--- config.mk ---
export PLATFORM = sky130hd
export DESIGN_NAME = tilt_to_servo_pulse_unit
export DESIGN_NICKNAME = d
export VERILOG_FILES = /design/src/rtl/core/tsp_pkg.sv /design/src/rtl/core/tsp_front.sv /design/src/rtl/core/tsp_queue.sv /design/src/rtl/core/tsp_back.sv /design/src/rtl/core/tilt_to_servo_pulse_unit.sv
export SDC_FILE = /design/constraint.sdc
export NUM_CORES = 2
export LEC_CHECK = 0
export ABC_AREA = 1
export BUFFER_PORTS_ARGS = -buffer_cell sky130_fd_sc_hd__buf_2
export CAP_MARGIN = 10
export CORE_UTILIZATION = 41
export DETAILED_ROUTE_END_ITERATION = 10
export HOLD_SLACK_MARGIN = 0.12
export PLACE_DENSITY = 0.59
export SLEW_MARGIN = 20
export SYNTH_ARGS = -nofsm -noshare
export SYNTH_HDL_FRONTEND = slang
export SYNTH_HIERARCHICAL = 1
export SYNTH_SLANG_ARGS = --single-unit
--- constraint.sdc ---
create_clock -name clk_i -period 7.7 [get_ports clk_i]
set_input_delay 1.54 -clock clk_i [delete_from_list [all_inputs] [get_ports clk_i]]
set_output_delay 1.54 -clock clk_i [all_outputs]
set_load 0.02 [all_outputs]
--- src/rtl/core/tsp_pkg.sv ---
`default_nettype none
// ----------------------------------------------------------------------------
// tsp_pkg: shared types and constants of the tilt-to-servo-pulse unit
// Holds the fixed-point formats, the CORDIC arctangent table, the queue
// entry type and the configuration register layout.
// ----------------------------------------------------------------------------
package tsp_pkg;

  // Number of CORDIC iterations, limited to the length of the arctangent table.
  localparam int CORDIC_STEPS = 16;
  localparam int TABLE_LEN    = 24;
  localparam int CORDIC_ITERS = (CORDIC_STEPS < TABLE_LEN) ? CORDIC_STEPS : TABLE_LEN;
  localparam int ITER_W       = $clog2(CORDIC_ITERS);
  localparam int TBL_IDX_W    = 5;

  // Depth of the queue between the front and the back end.
  localparam int QUEUE_DEPTH = 2;
  localparam int QPTR_W      = $clog2(QUEUE_DEPTH);
  localparam int QCNT_W      = $clog2(QUEUE_DEPTH + 1);

  // Data path widths.
  localparam int SAMPLE_W = 16;
  localparam int PRE_W    = SAMPLE_W + 1;  // pre-rotated sample, holds the negated minimum
  localparam int VEC_W    = 27;            // CORDIC vector, sample scaled by 2^8 plus growth
  localparam int ANG_W    = 25;            // CORDIC angle in 1/65536 degree
  localparam int AVG_W    = 18;            // angles in 1/256 degree
  localparam int FAC_W    = 9;
  localparam int PULSE_W  = 12;

  // Angle constants.
  localparam logic signed [ANG_W-1:0] ANG90_Q16 = 25'sd5898240;
  localparam logic signed [AVG_W-1:0] DEG90_Q8  = 18'sd23040;
  localparam logic signed [AVG_W-1:0] DEG180_Q8 = 18'sd46080;
  localparam logic [FAC_W-1:0]        FAC_ONE   = 9'd256;

  // 46080 = 1024 * 45. The divide by 45 is a multiply by ceil(2^24 / 45),
  // exact for every dividend below 2^18.
  localparam logic [18:0] RECIP45 = 19'd372828;

  // Configuration register indexes.
  localparam logic [1:0] CFG_SMOOTHING = 2'd0;
  localparam logic [1:0] CFG_MIN_PULSE = 2'd1;
  localparam logic [1:0] CFG_MAX_PULSE = 2'd2;

  // Reset values of the configuration registers.
  localparam logic [FAC_W-1:0]   SMOOTHING_RESET = 9'd26;
  localparam logic [PULSE_W-1:0] MIN_PULSE_RESET = 12'd500;
  localparam logic [PULSE_W-1:0] MAX_PULSE_RESET = 12'd2500;

  // Initial turn applied to bring the vector into the right half-plane.
  typedef enum logic [1:0] {
    QUAD_RIGHT,
    QUAD_PLUS90,
    QUAD_MINUS90
  } tsp_quad_e;

  // One classified sample pair waiting for the back end.
  typedef struct packed {
    logic                    zero;
    tsp_quad_e               quad;
    logic signed [PRE_W-1:0] a;
    logic signed [PRE_W-1:0] b;
  } tsp_item_t;

  // Configuration register set.
  typedef struct packed {
    logic [FAC_W-1:0]   smoothing_factor;
    logic [PULSE_W-1:0] min_pulse_us;
    logic [PULSE_W-1:0] max_pulse_us;
  } tsp_cfg_t;

  // atan(2^-i) in 1/65536 degree, rounded to nearest.
  function automatic logic signed [ANG_W-1:0] atan_q16(logic [TBL_IDX_W-1:0] idx);
    logic signed [ANG_W-1:0] val;
    case (idx)
      5'd0:    val = 25'sd2949120;
      5'd1:    val = 25'sd1740967;
      5'd2:    val = 25'sd919879;
      5'd3:    val = 25'sd466945;
      5'd4:    val = 25'sd234379;
      5'd5:    val = 25'sd117304;
      5'd6:    val = 25'sd58666;
      5'd7:    val = 25'sd29335;
      5'd8:    val = 25'sd14668;
      5'd9:    val = 25'sd7334;
      5'd10:   val = 25'sd3667;
      5'd11:   val = 25'sd1833;
      5'd12:   val = 25'sd917;
      5'd13:   val = 25'sd458;
      5'd14:   val = 25'sd229;
      5'd15:   val = 25'sd115;
      5'd16:   val = 25'sd57;
      5'd17:   val = 25'sd29;
      5'd18:   val = 25'sd14;
      5'd19:   val = 25'sd7;
      5'd20:   val = 25'sd4;
      5'd21:   val = 25'sd2;
      5'd22:   val = 25'sd1;
      default: val = '0;
    endcase
    return val;
  endfunction

endpackage
`default_nettype wire

--- src/rtl/core/tsp_front.sv ---
`default_nettype none
// ----------------------------------------------------------------------------
// tsp_front: sample classifier
// Accepts sample pairs, flags the all-zero case and turns vectors with a
// negative Z component by +-90 degrees into the right half-plane.
// ----------------------------------------------------------------------------
module tsp_front (
  input  wire logic                           in_valid_i,
  output      logic                           in_ready_o,
  input  wire logic signed [15:0]             accel_x_i,
  input  wire logic signed [15:0]             accel_z_i,
  output      logic                           push_valid_o,
  input  wire logic                           push_ready_i,
  output      tsp_pkg::tsp_item_t             push_item_o
);
  import tsp_pkg::*;

  logic signed [PRE_W-1:0] x_ext;
  logic signed [PRE_W-1:0] z_ext;

  // A transaction is taken whenever the queue has room.
  assign in_ready_o   = push_ready_i;
  assign push_valid_o = in_valid_i;

  assign x_ext = PRE_W'(accel_x_i);
  assign z_ext = PRE_W'(accel_z_i);

  // Classify the vector and apply the initial quarter turn.
  always_comb begin
    push_item_o.zero = (accel_x_i == '0) && (accel_z_i == '0);
    if (z_ext < 0) begin
      if (x_ext >= 0) begin
        push_item_o.quad = QUAD_PLUS90;
        push_item_o.a    = x_ext;
        push_item_o.b    = -z_ext;
      end else begin
        push_item_o.quad = QUAD_MINUS90;
        push_item_o.a    = -x_ext;
        push_item_o.b    = z_ext;
      end
    end else begin
      push_item_o.quad = QUAD_RIGHT;
      push_item_o.a    = z_ext;
      push_item_o.b    = x_ext;
    end
  end

endmodule
`default_nettype wire

--- src/rtl/core/tsp_queue.sv ---
`default_nettype none
// ----------------------------------------------------------------------------
// tsp_queue: classified sample queue
// A short first-in first-out buffer that decouples the classifier from the
// angle and pulse back end.
// ----------------------------------------------------------------------------
module tsp_queue (
  input  wire logic                clk_i,
  input  wire logic                rst_ni,
  input  wire logic                push_valid_i,
  output      logic                push_ready_o,
  input  wire tsp_pkg::tsp_item_t  push_item_i,
  output      logic                pop_valid_o,
  input  wire logic                pop_ready_i,
  output      tsp_pkg::tsp_item_t  pop_item_o
);
  import tsp_pkg::*;

  tsp_item_t         entries_q [QUEUE_DEPTH];
  logic [QPTR_W-1:0] wr_ptr_q, wr_ptr_d;
  logic [QPTR_W-1:0] rd_ptr_q, rd_ptr_d;
  logic [QCNT_W-1:0] count_q, count_d;
  logic              push;
  logic              pop;

  assign push_ready_o = (count_q != QCNT_W'(QUEUE_DEPTH));
  assign pop_valid_o  = (count_q != '0);
  assign pop_item_o   = entries_q[rd_ptr_q];
  assign push         = push_valid_i && push_ready_o;
  assign pop          = pop_ready_i && pop_valid_o;

  // Pointer and fill count update.
  always_comb begin
    wr_ptr_d = wr_ptr_q;
    rd_ptr_d = rd_ptr_q;
    count_d  = count_q;
    if (push) begin
      wr_ptr_d = (wr_ptr_q == QPTR_W'(QUEUE_DEPTH - 1)) ? '0 : wr_ptr_q + 1'b1;
    end
    if (pop) begin
      rd_ptr_d = (rd_ptr_q == QPTR_W'(QUEUE_DEPTH - 1)) ? '0 : rd_ptr_q + 1'b1;
    end
    if (push && !pop) begin
      count_d = count_q + 1'b1;
    end else if (pop && !push) begin
      count_d = count_q - 1'b1;
    end
  end

  always_ff @(posedge clk_i or negedge rst_ni) begin
    if (!rst_ni) begin
      wr_ptr_q <= '0;
      rd_ptr_q <= '0;
      count_q  <= '0;
    end else begin
      wr_ptr_q <= wr_ptr_d;
      rd_ptr_q <= rd_ptr_d;
      count_q  <= count_d;
    end
  end

  // Entry storage carries payload only.
  always_ff @(posedge clk_i) begin
    if (push) begin
      entries_q[wr_ptr_q] <= push_item_i;
    end
  end

endmodule
`default_nettype wire

--- src/rtl/core/tsp_back.sv ---
`default_nettype none
// ----------------------------------------------------------------------------
// tsp_back: angle, smoothing and pulse back end
// Runs the vectoring CORDIC one iteration per cycle, skipping it for an
// all-zero pair, updates the moving average, maps the clamped angle onto
// the pulse range and holds the result in an output register.
// ----------------------------------------------------------------------------
module tsp_back (
  input  wire logic                clk_i,
  input  wire logic                rst_ni,
  input  wire tsp_pkg::tsp_cfg_t   cfg_i,
  input  wire logic                pop_valid_i,
  output      logic                pop_ready_o,
  input  wire tsp_pkg::tsp_item_t  pop_item_i,
  output      logic                out_valid_o,
  input  wire logic                out_ready_i,
  output      logic [11:0]         pulse_us_o,
  output      logic signed [17:0]  smoothed_angle_o
);
  import tsp_pkg::*;

  typedef enum logic [2:0] {
    ST_IDLE,
    ST_ROT,
    ST_RAW,
    ST_EMA_MUL,
    ST_EMA_SUM,
    ST_MAP_MUL,
    ST_MAP_DIV,
    ST_DONE
  } state_e;

  state_e                  state_q;
  logic [ITER_W-1:0]       iter_q;
  logic signed [VEC_W-1:0] a_q, b_q;
  logic signed [ANG_W-1:0] ang_q;
  logic signed [AVG_W-1:0] raw_q;
  logic signed [AVG_W-1:0] avg_q;
  logic signed [27:0]      p_old_q, p_new_q;
  logic [27:0]             prod_q;
  logic                    neg_q;
  logic [36:0]             quot_q;
  logic                    out_valid_q;
  logic [PULSE_W-1:0]      pulse_q;
  logic signed [AVG_W-1:0] angle_q;

  // CORDIC step terms.
  logic signed [VEC_W-1:0] da, db;
  logic signed [ANG_W-1:0] atan_val;
  // Rounding of the CORDIC angle and the moving average.
  logic signed [ANG_W-1:0] ang_round;
  logic signed [AVG_W-1:0] raw_d;
  logic [FAC_W-1:0]        f_sat;
  logic [FAC_W-1:0]        w_old;
  logic signed [27:0]      p_old_d, p_new_d;
  logic signed [28:0]      ema_sum;
  // Pulse mapping.
  logic [15:0]             clamped;
  logic [PULSE_W-1:0]      span_mag;
  logic [27:0]             prod_d;
  logic [36:0]             quot_d;
  logic [PULSE_W-1:0]      q_val;
  logic [PULSE_W-1:0]      pulse_d;

  assign pop_ready_o      = (state_q == ST_IDLE);
  assign out_valid_o      = out_valid_q;
  assign pulse_us_o       = pulse_q;
  assign smoothed_angle_o = angle_q;

  // Shift terms round toward minus infinity through the arithmetic shift.
  assign da       = b_q >>> iter_q;
  assign db       = a_q >>> iter_q;
  assign atan_val = atan_q16(TBL_IDX_W'(iter_q));

  // Round the CORDIC angle to 1/256 degree and offset it by 90 degrees.
  assign ang_round = ang_q + 25'sd128;
  assign raw_d     = AVG_W'($signed(ang_round[ANG_W-1:8])) + DEG90_Q8;

  // Moving average weights, the factor saturated to one.
  assign f_sat   = (cfg_i.smoothing_factor > FAC_ONE) ? FAC_ONE : cfg_i.smoothing_factor;
  assign w_old   = FAC_ONE - f_sat;
  assign p_old_d = avg_q * $signed({1'b0, w_old});
  assign p_new_d = raw_q * $signed({1'b0, f_sat});
  assign ema_sum = 29'(p_old_q) + 29'(p_new_q) + 29'sd128;

  // Clamp to 0..180 degrees and scale by the pulse span magnitude.
  always_comb begin
    if (avg_q[AVG_W-1]) begin
      clamped = '0;
    end else if (avg_q > DEG180_Q8) begin
      clamped = DEG180_Q8[15:0];
    end else begin
      clamped = avg_q[15:0];
    end
  end

  assign span_mag = (cfg_i.max_pulse_us < cfg_i.min_pulse_us) ?
                    cfg_i.min_pulse_us - cfg_i.max_pulse_us :
                    cfg_i.max_pulse_us - cfg_i.min_pulse_us;
  assign prod_d   = 28'(clamped) * 28'(span_mag);

  // Divide by 46080: drop ten bits, then multiply by the reciprocal of 45.
  assign quot_d  = 37'(prod_q[27:10]) * 37'(RECIP45);
  assign q_val   = quot_q[35:24];
  assign pulse_d = neg_q ? cfg_i.min_pulse_us - q_val : cfg_i.min_pulse_us + q_val;

  // Sequencer with its data registers and the output register.
  always_ff @(posedge clk_i or negedge rst_ni) begin
    if (!rst_ni) begin
      state_q     <= ST_IDLE;
      iter_q      <= '0;
      avg_q       <= DEG90_Q8;
      out_valid_q <= 1'b0;
    end else begin
      // The finishing state loads the output register itself.
      if (out_valid_q && out_ready_i && (state_q != ST_DONE)) begin
        out_valid_q <= 1'b0;
      end
      unique case (state_q)
        ST_IDLE: begin
          if (pop_valid_i) begin
            a_q    <= {{(VEC_W-PRE_W-8){pop_item_i.a[PRE_W-1]}}, pop_item_i.a, 8'b0};
            b_q    <= {{(VEC_W-PRE_W-8){pop_item_i.b[PRE_W-1]}}, pop_item_i.b, 8'b0};
            iter_q <= '0;
            if (pop_item_i.zero) begin
              ang_q   <= '0;
              state_q <= ST_RAW;
            end else begin
              case (pop_item_i.quad)
                QUAD_PLUS90:  ang_q <= ANG90_Q16;
                QUAD_MINUS90: ang_q <= -ANG90_Q16;
                default:      ang_q <= '0;
              endcase
              state_q <= ST_ROT;
            end
          end
        end
        ST_ROT: begin
          if (!b_q[VEC_W-1]) begin
            a_q   <= a_q + da;
            b_q   <= b_q - db;
            ang_q <= ang_q + atan_val;
          end else begin
            a_q   <= a_q - da;
            b_q   <= b_q + db;
            ang_q <= ang_q - atan_val;
          end
          iter_q <= iter_q + 1'b1;
          if (iter_q == ITER_W'(CORDIC_ITERS - 1)) begin
            state_q <= ST_RAW;
          end
        end
        ST_RAW: begin
          raw_q   <= raw_d;
          state_q <= ST_EMA_MUL;
        end
        ST_EMA_MUL: begin
          p_old_q <= p_old_d;
          p_new_q <= p_new_d;
          state_q <= ST_EMA_SUM;
        end
        ST_EMA_SUM: begin
          avg_q   <= ema_sum[AVG_W+7:8];
          state_q <= ST_MAP_MUL;
        end
        ST_MAP_MUL: begin
          prod_q  <= prod_d;
          neg_q   <= (cfg_i.max_pulse_us < cfg_i.min_pulse_us);
          state_q <= ST_MAP_DIV;
        end
        ST_MAP_DIV: begin
          quot_q  <= quot_d;
          state_q <= ST_DONE;
        end
        ST_DONE: begin
          // Hand the result over once the output register is free.
          if (!out_valid_q || out_ready_i) begin
            out_valid_q <= 1'b1;
            pulse_q     <= pulse_d;
            angle_q     <= avg_q;
            state_q     <= ST_IDLE;
          end
        end
        default: begin
          state_q <= ST_IDLE;
        end
      endcase
    end
  end

endmodule
`default_nettype wire

--- src/rtl/core/tilt_to_servo_pulse_unit.sv ---
`default_nettype none
// ----------------------------------------------------------------------------
// tilt_to_servo_pulse_unit: accelerometer tilt to servo pulse width
// Computes atan2(accel_x, accel_z) plus 90 degrees, smooths it with a moving
// average and maps the clamped angle onto a servo pulse width.
// ----------------------------------------------------------------------------
// Each sample pair yields one result transaction carrying the pulse width in
// microseconds and the smoothed angle in 1/256 degree. The back end takes
// a new sample pair only once it is done with the last one. Its CORDIC runs
// one shift-add iteration per cycle and is skipped when both samples are
// zero; it is followed by a multiply and a sum step for the average and a
// multiply and a divide step for the pulse mapping. A two-entry queue
// in front and the output register behind let input and output stall on
// their own. Configuration is written through cfg_we_i, cfg_idx_i and
// cfg_data_i and should change only while no transaction is in flight.
module tilt_to_servo_pulse_unit (
  input  wire logic               clk_i,
  input  wire logic               rst_ni,
  input  wire logic               cfg_we_i,
  input  wire logic [1:0]         cfg_idx_i,
  input  wire logic [11:0]        cfg_data_i,
  input  wire logic               in_valid_i,
  output      logic               in_ready_o,
  input  wire logic signed [15:0] accel_x_i,
  input  wire logic signed [15:0] accel_z_i,
  output      logic               out_valid_o,
  input  wire logic               out_ready_i,
  output      logic [11:0]        pulse_us_o,
  output      logic signed [17:0] smoothed_angle_o
);
  import tsp_pkg::*;

  tsp_cfg_t  cfg_q, cfg_d;
  logic      push_valid;
  logic      push_ready;
  tsp_item_t push_item;
  logic      pop_valid;
  logic      pop_ready;
  tsp_item_t pop_item;

  // Configuration register writes; unknown indexes are ignored.
  always_comb begin
    cfg_d = cfg_q;
    if (cfg_we_i) begin
      unique case (cfg_idx_i)
        CFG_SMOOTHING: cfg_d.smoothing_factor = cfg_data_i[FAC_W-1:0];
        CFG_MIN_PULSE: cfg_d.min_pulse_us     = cfg_data_i;
        CFG_MAX_PULSE: cfg_d.max_pulse_us     = cfg_data_i;
        default:       cfg_d = cfg_q;
      endcase
    end
  end

  always_ff @(posedge clk_i or negedge rst_ni) begin
    if (!rst_ni) begin
      cfg_q.smoothing_factor <= SMOOTHING_RESET;
      cfg_q.min_pulse_us     <= MIN_PULSE_RESET;
      cfg_q.max_pulse_us     <= MAX_PULSE_RESET;
    end else begin
      cfg_q <= cfg_d;
    end
  end

  tsp_front u_front (
    .in_valid_i   (in_valid_i),
    .in_ready_o   (in_ready_o),
    .accel_x_i    (accel_x_i),
    .accel_z_i    (accel_z_i),
    .push_valid_o (push_valid),
    .push_ready_i (push_ready),
    .push_item_o  (push_item)
  );

  tsp_queue u_queue (
    .clk_i        (clk_i),
    .rst_ni       (rst_ni),
    .push_valid_i (push_valid),
    .push_ready_o (push_ready),
    .push_item_i  (push_item),
    .pop_valid_o  (pop_valid),
    .pop_ready_i  (pop_ready),
    .pop_item_o   (pop_item)
  );

  tsp_back u_back (
    .clk_i            (clk_i),
    .rst_ni           (rst_ni),
    .cfg_i            (cfg_q),
    .pop_valid_i      (pop_valid),
    .pop_ready_o      (pop_ready),
    .pop_item_i       (pop_item),
    .out_valid_o      (out_valid_o),
    .out_ready_i      (out_ready_i),
    .pulse_us_o       (pulse_us_o),
    .smoothed_angle_o (smoothed_angle_o)
  );

endmodule
`default_nettype wire

==> Word level (Yosys, flattened, before mapping) <==
Memories as Yosys holds them, arrays and structs flattened.
Cells that the tools add are included.
{ "word_totals": {"regBits": 305, "ram_bits": 74, "romBits": 352, "in_bits": 51, "out_inout_bits": 32, "elab_cells": 136, "memories": 2} }
{ "classes": {"add_sub_neg": 22, "multipliers": 4, "magnitude_cmp": 5, "n_eq_ne": 17, "shifts": 2, "muxes": 34, "reduce_logical": 29} }
{ "mem_list": {"columns": ["name", "words", "width", "rd", "rd_clocked_by_memory_dff", "wr", "line", "source"], "rows": [
  ["(name not given)", 16, 22, 1, 0, 0, "tsp_pkg.sv:75", "case (idx)"],
  ["u_queue.entries_q", 2, 37, 1, 0, 1, "tsp_queue.sv:19", "tsp_item_t entries_q [QUEUE_DEPTH];"]
]} }
{ "op_table": {"columns": ["cell", "n"], "rows": [
  ["two-way mux 27 bit", 4],
  ["one-hot mux 27 bit (2 select lines)", 2],
  ["one-hot mux 25 bit (2 select lines)", 2],
  ["two-way mux 25 bit", 3],
  ["two-way mux 36 bit", 2],
  ["adder 27 bit", 2],
  [">>> shifter 27 x 4 -> 27 bit", 2],
  ["subtractor 27 bit", 2],
  ["multiplier 18 x 10 -> 26 bit", 2],
  ["subtractor 12 bit", 3],
  ["multiplier 18 x 17 -> 34 bit (second input constant)", 1],
  ["negator 16 -> 17 bit", 2],
  ["logical NOT 16 bit", 2],
  ["two-way mux 16 bit", 2],
  ["multiplier 16 x 12 -> 28 bit", 1],
  ["adder 26 bit", 1],
  ["adder 26 x 9 -> 26 bit (second input constant)", 1],
  ["adder 25 bit", 1],
  ["adder 25 x 9 -> 25 bit (second input constant)", 1],
  ["subtractor 25 bit", 1],
  ["two-way mux 12 bit", 2],
  ["one-hot mux 3 bit (8 select lines)", 1],
  ["adder 17 x 16 -> 18 bit (second input constant)", 1],
  ["greater-than comparator 18 x 17 -> 1 bit (second input constant)", 1],
  ["other kinds (33)", 71]
]} }

==> Longest topological paths before layout <==
{ "depth": {"word_depth": 6, "depth_mapped": 37, "depth_no_buf": 37} }

==> By module <==
The synthesis kept the hierarchy.
{ "by_module_without_submodules": {"columns": ["mod", "n_inst", "cells_each", "area_each_um2", "seq_area_each_um2"], "rows": [
  ["tsp_back", 1, 5405, 42379.4, 6961.7],
  ["tsp_queue", 1, 222, 2926.6, 2322.2],
  ["tilt_to_servo_pulse_unit", 1, 150, 1514.0, 843.3],
  ["tsp_front", 1, 267, 1257.5, 0.0]
]} }

==> Worst setup path before layout <==
OpenSTA, ideal clock, no wires.
{ "synth_path": {"kind": "reg-to-reg", "from": "register cfg_q[28] (netlist name)", "to": "register u_back.p_old_q[22] (data pin)", "setup_ns": 0.262, "t_arrival_ns": 6.432, "required_ns": 7.438, "setup_slack_ns": 1.006, "path_stages_with_launch": 32, "n_path_buf": 3, "period_less_slack_ns": 6.694, "cell_sequence": "dfstp_2 -> nor2_1 -> nand4_1 -> nand2_1 -> nand2_1 -> clkbuf_1 -> ha_1 -> clkbuf_1 -> buf_1 -> nand2_1 -> fa_1 -> inv_1 -> fa_1 -> inv_1 -> fa_1 -> inv_1 -> fa_1 -> inv_1 -> fa_1 -> inv_1 -> ha_1 -> nand2_1 -> inv_1 -> nand2_1 -> nand2_1 -> a21oi_1 -> o21a_1 -> o21ai_0 -> a21oi_1 -> o21ai_0 -> a21oi_1 -> xor2_1"} }
{ "synth_via": {"elab_chain_len": 4} }
{ "synth_rtl": {"columns": ["element", "line", "source"], "rows": [
  ["start: declaration", "tilt_to_servo_pulse_unit.sv:33", "tsp_cfg_t cfg_q, cfg_d;"],
  ["start signal: assignment", "tilt_to_servo_pulse_unit.sv:60", "cfg_q <= cfg_d;"],
  ["greater-than comparator 9 bit", "tsp_back.sv:80", "assign f_sat = (cfg_i.smoothing_factor > FAC_ONE) ? FAC_ONE : cfg_i.smoothing_factor;"],
  ["two-way mux 9 bit *", "tsp_back.sv:80", null],
  ["subtractor 9 bit *", "tsp_back.sv:81", "assign w_old = FAC_ONE - f_sat;"],
  ["multiplier 18 x 10 -> 26 bit *", "tsp_back.sv:82", "assign p_old_d = avg_q * $signed({1'b0, w_old});"],
  ["via u_back.p_old_d[22]", "tsp_back.sv:55", "logic signed [27:0] p_old_d, p_new_d;"],
  ["end signal: assignment", "tsp_back.sv:158", "p_old_q <= p_old_d;"],
  ["end: declaration", "tsp_back.sv:39", "logic signed [27:0] p_old_q, p_new_q;"]
]} }
The timed path passes the listed nets; every way through them passes the cells marked *.
A chain may end at the register's enable or synchronous reset.

==> Worst setup path in the final report <==
{ "layout_path": {"from": "register cfg_q[12] (netlist name)", "to": "register u_back.prod_q[21] (data pin)"} }
{ "layout_via": {"elab_chain_len": 3, "elab_cells_between_ends": 5, "cone_classes": "2 x add/sub; 1 x mul; 1 x order compare; 1 x mux"} }
{ "layout_rtl": {"columns": ["element", "line", "source"], "rows": [
  ["subtractor 12 bit, or another cell as far along", "tsp_back.sv:99", "cfg_i.max_pulse_us - cfg_i.min_pulse_us;"],
  ["two-way mux 12 bit *", "tsp_back.sv:97", "assign span_mag = (cfg_i.max_pulse_us < cfg_i.min_pulse_us) ?"],
  ["multiplier 16 x 12 -> 28 bit *", "tsp_back.sv:100", "assign prod_d = 28'(clamped) * 28'(span_mag);"],
  ["via u_back.prod_d[21]", "tsp_back.sv:60", "logic [27:0] prod_d;"],
  ["end signal: assignment", "tsp_back.sv:167", "prod_q <= prod_d;"],
  ["end: declaration", "tsp_back.sv:40", "logic [27:0] prod_q;"]
]} }
Marked as above.

==> impl.org <==
** Finish
- The repair_antennas step left the layout with diodes totalling 0.
- From synthesis to final layout, the design area changed by 7.55%.
- Share of post-route cells with drive strength above 1 :: slightly below 7%
- In the final design database the tool counted 7126 nets.
- Fill cells in the final layout number 11769.

** Routing
- Count of antenna-violating nets left after detailed routing :: 0
- The routed layout has 39593 vias.
- Wire length per cell after detailed routing :: roughly 18 µm
- After detailed routing, the total wire length is approximately 140 mm.
- Vias per std cell :: just over 5
- Number of DRC markers in iteration 0 :: ~2600
- The first TritonRoute pass finished after 5 iterations.
- In the routed design, unresolved DRC markers number 0.

** GRT
- Largest net degree at the start of global routing :: 60
- GRT Residual Overflow :: 0
- Initial antenna violation count :: 1
- Across every metal layer, demand over resource in global routing totals about a quarter.
- The first global-routing pass estimated around 220 mm of wire.
- Vias in the first global route :: between 30000 and 40000

** Clock network
- Clock buffers created by TritonCTS :: between 40 and 50
- Master cell of the clock root buffer :: sky130_fd_sc_hd__clkbuf_16
- Hold buffers post-CTS :: 0
- The clock passes through at most 3 buffers.
- The tree built by TritonCTS fans out to 347 sinks.
- Clock latency on the worst-skew pair :: approximately 0.65 ns
- Clock transition at the register clock pins on the worst setup and hold paths after CTS :: around 0.06 ns
- Number of H-tree branching levels :: 2
- TritonCTS built the clock tree.

** Place
- Final RePlAce weighted congestion :: between 0.9 and 1
- Buffers added on ports :: between 80 and 90
- Detailed placement finished with a half-perimeter wire length of roughly 110 mm.

** Timing
- Post-Route Setup TNS :: 0 ns
- Subtracting the final worst setup slack from the clock period gives approximately 7.2 ns.
- Max Clock Skew :: between 0.04 and 0.05 ns
- The final count of hold timing violations came to 0.
- Timing would allow up to between 0.1 and 0.15 GHz.
- Final setup violation count :: 0
- Worst slew pin tran :: about 1 ns
- Ratio of final minimum period to clock period :: a little over 90%
- The max-slew violation count was 0.
- RSZ-0062 raised after global routing :: false
- Measured against its own limit, the worst slew margin works out to between 30% and 40%.

** Logic synthesis
- Adder and majority cell fraction of the synthesized area :: between 30% and 40%
- Mapped Nets :: just over 7000
- FFs w/ async S/R, synth :: 18.2%
- The average instance in the mapped netlist occupies between 7 and 8 µm².
- Area share of and/or/nand/nor cells after synthesis :: between 20 and 25%
- Sequential cells were found to cover 21.1% of the synthesized design area.
- Dominant cells by area after synthesis :: sky130_fd_sc_hd__fa_1 (21%), sky130_fd_sc_hd__edfxtp_1 (18%), sky130_fd_sc_hd__ha_1 (12%)
- Area fraction of the dominant cell type after synthesis :: 20.7%
- Combinational family with the most area after synthesis :: adder cells
- Predominant post-synthesis flop cell :: sky130_fd_sc_hd__edfxtp_1
- Counting flops and latches in the post-synthesis netlist gives around 350.
- Compound-cell area share of the yosys netlist :: roughly 8.5%
- The Yosys step of the flow raised 6 warnings.
- Summing every instance area after synthesis gives 0.0481 mm².
- The biggest area contributor in the post-synthesis netlist is sky130_fd_sc_hd__fa_1.
- Synthesis instantiated 70 different standard cells from the library.
- Share of cell area taken by muxes after synthesis :: 0%
- Synthesis produced 6044 cells.
- Number of enable-type register cells in the synthesized netlist :: about 280
- Summing the areas of all xor and xnor instances in the mapped netlist gives 4.73% of the synthesized area.

** Flow run
- Across the run, the number of max-cap violations was 0.

** Setup path
- Measured in cells, the most critical reg-to-reg path has a length of 35.
- Data arrives at the worst endpoint at between 7 and 8 ns.
- The worst register-to-register path begins at cfg_q[12].
- Tracing the worst setup path back leads to its startpoint at cfg_q[12].
- Kind of launch point of the worst setup path :: flop
- Largest stage delay on the critical path :: between 0.5 and 0.6 ns
- Crit path max-delay cell type :: sky130_fd_sc_hd__fa_1
- Timing endpoint of the critical path :: u_back/prod_q[21]
- Setup slack of the most critical reg-to-reg path :: about 0.55 ns
- Nature of the critical path endpoint :: flop
- Most used cell, CP :: sky130_fd_sc_hd__inv_1
- Startpoint-to-endpoint class of the critical path :: reg -> reg
- For the worst setup path, the data required time is 8.06 ns.
- Of all nets on the critical path, the largest fanout is 9.
- Endpoint of the worst register-to-register path :: u_back/prod_q[21]

** Outcome
- Result of the run :: completed

** Floorplanning
- Vert. Die Dim :: ~340 µm
- For this configuration, the core starts out at a cell density of about two fifths.
- The region available for standard cell placement spans around 0.12 mm².
- DIE WIDTH :: between 300 and 400 µm
- Count of standard-cell rows :: between 100 and 150
- The die covers approximately 0.12 mm².
- Number of top-level pins :: 83

** Hold path
- Class of the tightest hold or removal check :: reg -> reg
[placed cells by master (no fill, tap or decap), types with 24 or more instances in the layout]
cell type                   Yosys  final
sky130_fd_sc_hd__nand2_1     1413   1411
sky130_fd_sc_hd__clkbuf_16      0     48
sky130_fd_sc_hd__nand4_1       69     69
sky130_fd_sc_hd__o21ai_0      226    226
sky130_fd_sc_hd__fa_1         498    498
sky130_fd_sc_hd__nand3_1      369    369
sky130_fd_sc_hd__dfrtp_1       45     43
sky130_fd_sc_hd__o211ai_1      29     29
sky130_fd_sc_hd__nor2_1       458    453
sky130_fd_sc_hd__buf_4         19     79
sky130_fd_sc_hd__ha_1         478    478
sky130_fd_sc_hd__edfxtp_1     284    284
sky130_fd_sc_hd__nand2_2       35     37
sky130_fd_sc_hd__buf_2         39     81
sky130_fd_sc_hd__nor3_1        41     38
sky130_fd_sc_hd__xnor2_1       79     79
sky130_fd_sc_hd__or2_2         24     24
sky130_fd_sc_hd__xor2_1       179    179
sky130_fd_sc_hd__inv_1       1061   1058
sky130_fd_sc_hd__o21ai_1       35     35
sky130_fd_sc_hd__a21oi_1      286    286
[cell type report]
cell class / instances / area (µm²) / share of cell area (%)
clock inverters: 30 / 325 / 0.629
inverters: 1093 / 4130 / 7.98
flip-flops and latches: 347 / 10100 / 19.6
multi-input cells: 4447 / 32900 / 63.7
well taps: 1524 / 1910 / 3.69
repair buffers: 162 / 1040 / 2.01
clock buffers: 58 / 1260 / 2.43
[cells in the mapped netlist (all sizes together), types with 24 or more instances]
| master | number |
|---|---|
| nand2 | 1449 |
| inv | 1082 |
| fa | 498 |
| nor2 | 484 |
| ha | 478 |
| nand3 | 375 |
| a21oi | 289 |
| edfxtp | 284 |
| o21ai | 275 |
| xor2 | 180 |
| buf | 100 |
| xnor2 | 79 |
| nand4 | 69 |
| clkbuf | 57 |
| nor3 | 55 |
| dfrtp | 45 |
| o211ai | 29 |
| nor4 | 24 |
| or2 | 24 |
[metrics by stage]
stage	setup WS, ns	std cells	cell area [µm²]	util, %	hold WS, ns
floorplan	1.01	6044	48100	-	0.420
global placement	0.500	7570	50100	43.1	0.463
detailed placement	0.463	7571	50100	43.1	0.468
CTS	0.436	7659	51700	44.5	0.477
global route	0.0110	7661	51700	44.5	0.493
finish	0.549	7661	51700	44.5	0.470
[worst min-delay path by stage]
| stage | cells after the start | endpoint | slack (ns) | from |
|---|---|---|---|---|
| finish | 2 | cfg_q[11] | 0.47 | cfg_q[11] |
| global route | 2 | cfg_q[8] | 0.49 | cfg_q[8] |
| CTS | 2 | cfg_q[11] | 0.48 | cfg_q[11] |
| detailed placement | 2 | cfg_q[11] | 0.47 | cfg_q[11] |
| global placement | 2 | cfg_q[8] | 0.46 | cfg_q[8] |
| floorplan | 0 | u_back/smoothed_angle_o[17] | 0.42 | u_back/avg_q[17] |
[registers in the layout, summed over array words and instances (netlist names)]
signal / flops
u_queue/entries_q: 74
cfg_q: 33
u_back/a_q: 27
u_back/b_q: 27
u_back/p_new_q: 26
u_back/p_old_q: 26
u_back/ang_q: 25
u_back/avg_q: 18
u_back/prod_q: 18
u_back/raw_q: 18
u_back/smoothed_angle_o: 18
u_back/pulse_us_o: 12
u_back/quot_q: 12
u_back/iter_q: 4
u_back/state_q: 3
u_queue/count_q: 2
u_back/neg_q: 1
u_back/out_valid_o: 1
u_queue/rd_ptr_q: 1
u_queue/wr_ptr_q: 1
[layer usage]
metal / share of wire (%) / track usage (%) / up-vias / routed length (µm)
met2: 49 / 40.5 / 878 / 66200
met4: 2.7 / 6.25 / 2 / 3710
met3: 4.5 / 2.77 / 162 / 6090
li1: - / - / 19385 / -
met5: 0.014 / 0 / - / 19
met1: 44 / 30.4 / 19166 / 60100
[cells by family (layout without fill, tap and decap cells)]
family          count (synthesis)  in the layout
flops                         347            347
buf+inv                      1250           1343
other cells                     1              1
fa+ha+maj                     976            976
compound gates                718            718
simple gates                 2493           2493
xor+xnor                      259            259
[repair_timing]
| action | in CTS | in global routing |
|---|---|---|
| setup buffers | 0 | 1 |
| setup endpoints to repair | 0 | 4 |
| resized for setup | 0 | 5 |
[worst max-delay path: cells and delay by family, from the launching register on]
kind | cells | cell delay (ns)
adders and majority gates | 8 | 3.63
AOI/OAI and AO/OA | 3 | 0.47
and+or+nand+nor | 13 | 1.61
xor gates and xnor gates | 2 | 0.22
DFF | 1 | 0.39
buffers and inverters | 9 | 0.58
Power is left out: the tool's default activity adds up to more than one toggle a clock period on the data nets, which glitch-free logic cannot reach.
